$ cat src/sv/difference_equation_controller_core_macros.svh
// Assertion macros for the difference equation controller core.
// Used by the top level only; needs no package.
`ifndef DIFFERENCE_EQUATION_CONTROLLER_CORE_MACROS_SVH
`define DIFFERENCE_EQUATION_CONTROLLER_CORE_MACROS_SVH

// Consequent must hold in the same cycle as the antecedent.
`define DEC_ASSERT_SAME(label, clk, rst_n, pre, post) \
    label: assert property (@(posedge clk) disable iff (!rst_n) (pre) |-> (post)) \
        else $error("controller check failed in the same cycle");

// Consequent must hold in the cycle after the antecedent.
`define DEC_ASSERT_NEXT(label, clk, rst_n, pre, post) \
    label: assert property (@(posedge clk) disable iff (!rst_n) (pre) |=> (post)) \
        else $error("controller check failed one cycle later");

`endif

$ cat src/sv/dec_pkg.sv
// Shared types and constants for the difference equation controller.
// No dependencies.
package dec_pkg;

    localparam int NUM_TAPS      = 4;
    localparam int DEN_TAPS      = 3;
    localparam int NUM_COEF_REGS = 4;
    localparam int DEN_COEF_REGS = 3;

    localparam int SAMPLE_W  = 16;
    localparam int COEF_W    = 18;
    localparam int LIMIT_W   = 15;
    localparam int CFG_IDX_W = 3;
    localparam int CFG_DATA_W = COEF_W;
    localparam int FRAC_BITS = 13;

    localparam int PROD_W = SAMPLE_W + COEF_W;
    localparam int ACC_W  = PROD_W + $clog2(NUM_TAPS + DEN_TAPS) + 1;
    localparam int Y_W    = ACC_W - FRAC_BITS;

    localparam logic [ACC_W-1:0]   ROUND_BIAS  = ACC_W'(1) << (FRAC_BITS - 1);
    localparam logic [LIMIT_W-1:0] LIMIT_RESET = '1;

    typedef enum logic [CFG_IDX_W-1:0] {
        REG_NUM_COEF_0,
        REG_NUM_COEF_1,
        REG_NUM_COEF_2,
        REG_NUM_COEF_3,
        REG_DEN_COEF_1,
        REG_DEN_COEF_2,
        REG_DEN_COEF_3,
        REG_OUTPUT_LIMIT
    } cfg_reg_t;

    typedef struct packed {
        logic [NUM_COEF_REGS-1:0][COEF_W-1:0] num;
        logic [DEN_COEF_REGS-1:0][COEF_W-1:0] den;
        logic [LIMIT_W-1:0]                   limit;
    } coef_set_t;

endpackage

$ cat src/sv/dec_coef_regs.sv
// Coefficient and limit register file written through the config port.
// Depends on dec_pkg.
module dec_coef_regs (
    input  logic                        aclk,
    input  logic                        aresetn,
    input  logic                        cfg_we,
    input  logic [dec_pkg::CFG_IDX_W-1:0]  cfg_index,
    input  logic [dec_pkg::CFG_DATA_W-1:0] cfg_wdata,
    output dec_pkg::coef_set_t          coefs
);
    import dec_pkg::*;

    coef_set_t coefs_reg;
    coef_set_t coefs_next;

    always_comb begin
        coefs_next = coefs_reg;
        if (cfg_we) begin
            case (cfg_reg_t'(cfg_index))
                REG_NUM_COEF_0:   coefs_next.num[0] = cfg_wdata;
                REG_NUM_COEF_1:   coefs_next.num[1] = cfg_wdata;
                REG_NUM_COEF_2:   coefs_next.num[2] = cfg_wdata;
                REG_NUM_COEF_3:   coefs_next.num[3] = cfg_wdata;
                REG_DEN_COEF_1:   coefs_next.den[0] = cfg_wdata;
                REG_DEN_COEF_2:   coefs_next.den[1] = cfg_wdata;
                REG_DEN_COEF_3:   coefs_next.den[2] = cfg_wdata;
                REG_OUTPUT_LIMIT: coefs_next.limit  = cfg_wdata[LIMIT_W-1:0];
                default:          coefs_next = coefs_reg;
            endcase
        end
    end

    always_ff @(posedge aclk) begin
        if (!aresetn) begin
            coefs_reg.num   <= '0;
            coefs_reg.den   <= '0;
            coefs_reg.limit <= LIMIT_RESET;
        end else begin
            coefs_reg <= coefs_next;
        end
    end

    assign coefs = coefs_reg;

endmodule

$ cat config.mk
export PLATFORM = sky130hd
export DESIGN_NAME = dec_coef_regs
export DESIGN_NICKNAME = d
export VERILOG_FILES = /design/src/sv/difference_equation_controller_core_macros.svh /design/src/sv/dec_pkg.sv /design/src/sv/dec_coef_regs.sv
export SDC_FILE = /design/constraint.sdc
export NUM_CORES = 1
export LEC_CHECK = 0
export ABC_CLOCK_PERIOD_IN_PS = 2750
export BUFFER_PORTS_ARGS = -buffer_cell sky130_fd_sc_hd__buf_2
export CAP_MARGIN = 40
export CORE_MARGIN = 1.5
export CORE_UTILIZATION = 49
export DETAILED_ROUTE_END_ITERATION = 10
export GPL_TIMING_DRIVEN = 1
export PLACE_DENSITY = 0.83
export SETUP_SLACK_MARGIN = 0.15
export SLEW_MARGIN = 15
export SYNTH_ARGS = -nofsm -noshare
export SYNTH_HDL_FRONTEND = slang
export SYNTH_SLANG_ARGS = --single-unit
$ cat constraint.sdc
create_clock -name aclk -period 2.75 [get_ports aclk]
set_clock_uncertainty 0.2 [all_clocks]
set_input_delay 0.6875 -clock aclk [delete_from_list [all_inputs] [get_ports aclk]]
set_output_delay 0.6875 -clock aclk [all_outputs]
set_load 0.01 [all_outputs]
==> reports/results.ini <==
[worst_setup_path]
crit_type = reg -> out
critPathBufInv = 1
cpPeakStageDelay_ns = 0.36
cp.required_ns = 1.86
slowest_stage = dfxtp_1
crit_fanout = 2
startpoint = coefs[48]$_SDFFE_PN0P_
r2r-start = coefs[77]$_SDFFE_PN0P_
crit_chain = buf_2
arrival_ns = 1.02
end_kind = primary output
cp_top_family = flip-flops
worstSetupStartpointType = register

[routing]
dr.pass1.iters = 4
dr_total_vias = 4075
top_layer_used = met4
wl_met1_um = 5672
drt_iter0_drc = 180
routedWlPerCell_um = 16.28
wl_met2_um = 6217
via_per_inst = 5.043
drt_wl_total_um = 13160
drc = 0
drtAntennaViolNets = 0
route.met3.wl_um = 994

[synthesis]
avgSynthCellArea_um2 = 10.44
syn_nets = 523
synth_seq_area_share = 0.5419
synth_top_area_share = 0.5419
synth_seq_cells = 141
yosysMostFrequentCell = nand2_1
synth_edf_count = 0
synth_cell_types = 13
synth_area_leader_cell = dfxtp_1
synthArstFlopShare = 0
synth_commonest_cells = 144 x nand2_1, 141 x dfxtp_1, 141 x mux2i_1
syn_area_um2 = 5209
postSynthCellCount = 499
synthTopCellsByArea = dfxtp_1 54%, mux2i_1 27%, nand2_1 10%
synth_ff_type = dfxtp_1
ys_warn_count = 0

[global_routing]
grt_start_max_net_pins = 40
grt_overflow_total = 0
antenna_found_initial = 0
grt.total_usage = 0.2391
grt_pass1_wl_um = 20680
grt_pass1_vias = 3953

[clocking]
clock_sinks = 141
cts_hold_repair.buffers = 0
tritoncts = built
cts_made_buffers = 17
clock_latency_ns = 0.51
cts-root-buf = clkbuf_8
cts.path.max_buffers = 2
cts_htree_levels = 4
cts_setup_buffers = 0
cts.clk_slew.worst_paths_ns = 0.06
cts_resized = 0

[die]
die_y_um = 106.1
die-area_um2 = 11260
rows = 37
coreArea_um2 = 10320
start_util = 0.5045
ioPinCount = 165
die_w_um = 106.1

[finish]
stdcell_count = 808
multi_input_area_um2 = 2220
diodes = 0
fillers = 789
utilization = 0.6608
drive_gt1_frac = 0.3080
seq_area_um2 = 2823
area_growth_pct = 30.96
final_nets = 683
largest_register_ffs = 141

[sta]
slew_headroom = 0.5805
hold_viol = 0
setup_viol = 0
period_share = 0.6940
fmax_mhz = 524.0
hold_slack_ns = 0.2495
drv_slew = 0
rsz0062_at_grt = false
tns_ns = 0
worst_pin_slew_ns = 0.6293
fin_crit_ns = 1.909

[placement]
routabilityCongestion = 0.8269
io_buffers = 164
hpwl_um = 9244
dp.cells = 776

[job]
drv_cap = 0

[power]
ir_drop_mv = 0.3651
powerDensity_nw_per_um2 = 727.7
power.total_uw = 4964
total_leakage_power_uw = 0.003646

[status]
status = finished, final reports clean

[worst_hold_path]
hold_class = in -> reg
min_from = cfg_wdata[0]

[cell families (layout without fill, tap and decap cells)]
family        Yosys count  in the layout  share of synthesized area
simple gates          182            182                     0.1552
flops                 141            141                     0.5419
buf+inv                35            208                    0.03195
mux                   141            141                     0.2710
[power by group]
part | internal (uW) | total (uW) | switching (uW)
clock | 1730 | 2570 | 836
combinational | 110 | 284 | 174
sequential | 2090 | 2110 | 23.9
[metrics by stage]
stage | setup slack, ns | cell area, um2
2_1_floorplan | 0.7961 | 5209
3_3_place_gp | 0.6839 | 6151
3_5_place_dp | 0.6337 | 6151
4_1_cts | 0.8178 | 6822
5_1_grt | 0.8019 | 6822
6_report | 0.8415 | 6822
[cell type report]
| class | instances | area share |
|---|---|---|
| multi-input cells | 323 | 0.3254 |
| flip-flops and latches | 141 | 0.4138 |
| clock inverters | 10 | 0.03045 |
| well taps | 136 | 0.02494 |
| clock buffers | 22 | 0.06787 |
| repair buffers | 176 | 0.1376 |
[routing by layer]
| metal | vias up | GRT usage |
|---|---|---|
| met1 | 1931 | 0.2985 |
| li1 | 1978 | - |
| met5 | - | 0 |
| met4 | 0 | 0.09846 |
| met2 | 141 | 0.3793 |
| met3 | 25 | 0.07909 |
[path summary, 6_finish.rpt]
kind	endpoint	slack, ns	depth (start not counted)
max reg2reg	coefs[77]$_SDFFE_PN0P_	1.90	2
min	coefs[0]$_SDFFE_PN1P_	0.25	3
max	coefs[48]	0.84	1
min reg2reg	coefs[52]$_SDFFE_PN0P_	0.25	2
[cell usage in the layout, fill, tap and decap left out, drive strengths merged]
cell,Yosys,layout
nor2b,30,30
or4b,1,1
mux2i,141,141
and4,1,1
clkinv,0,3
bufinv,0,6
and4bb,1,1
dfxtp,141,141
nand4b,3,3
nand4bb,2,2
buf,16,176
nand2,144,144
clkbuf,19,22
inv,0,1
No activity file was read; power rests on OpenSTA's default activity.
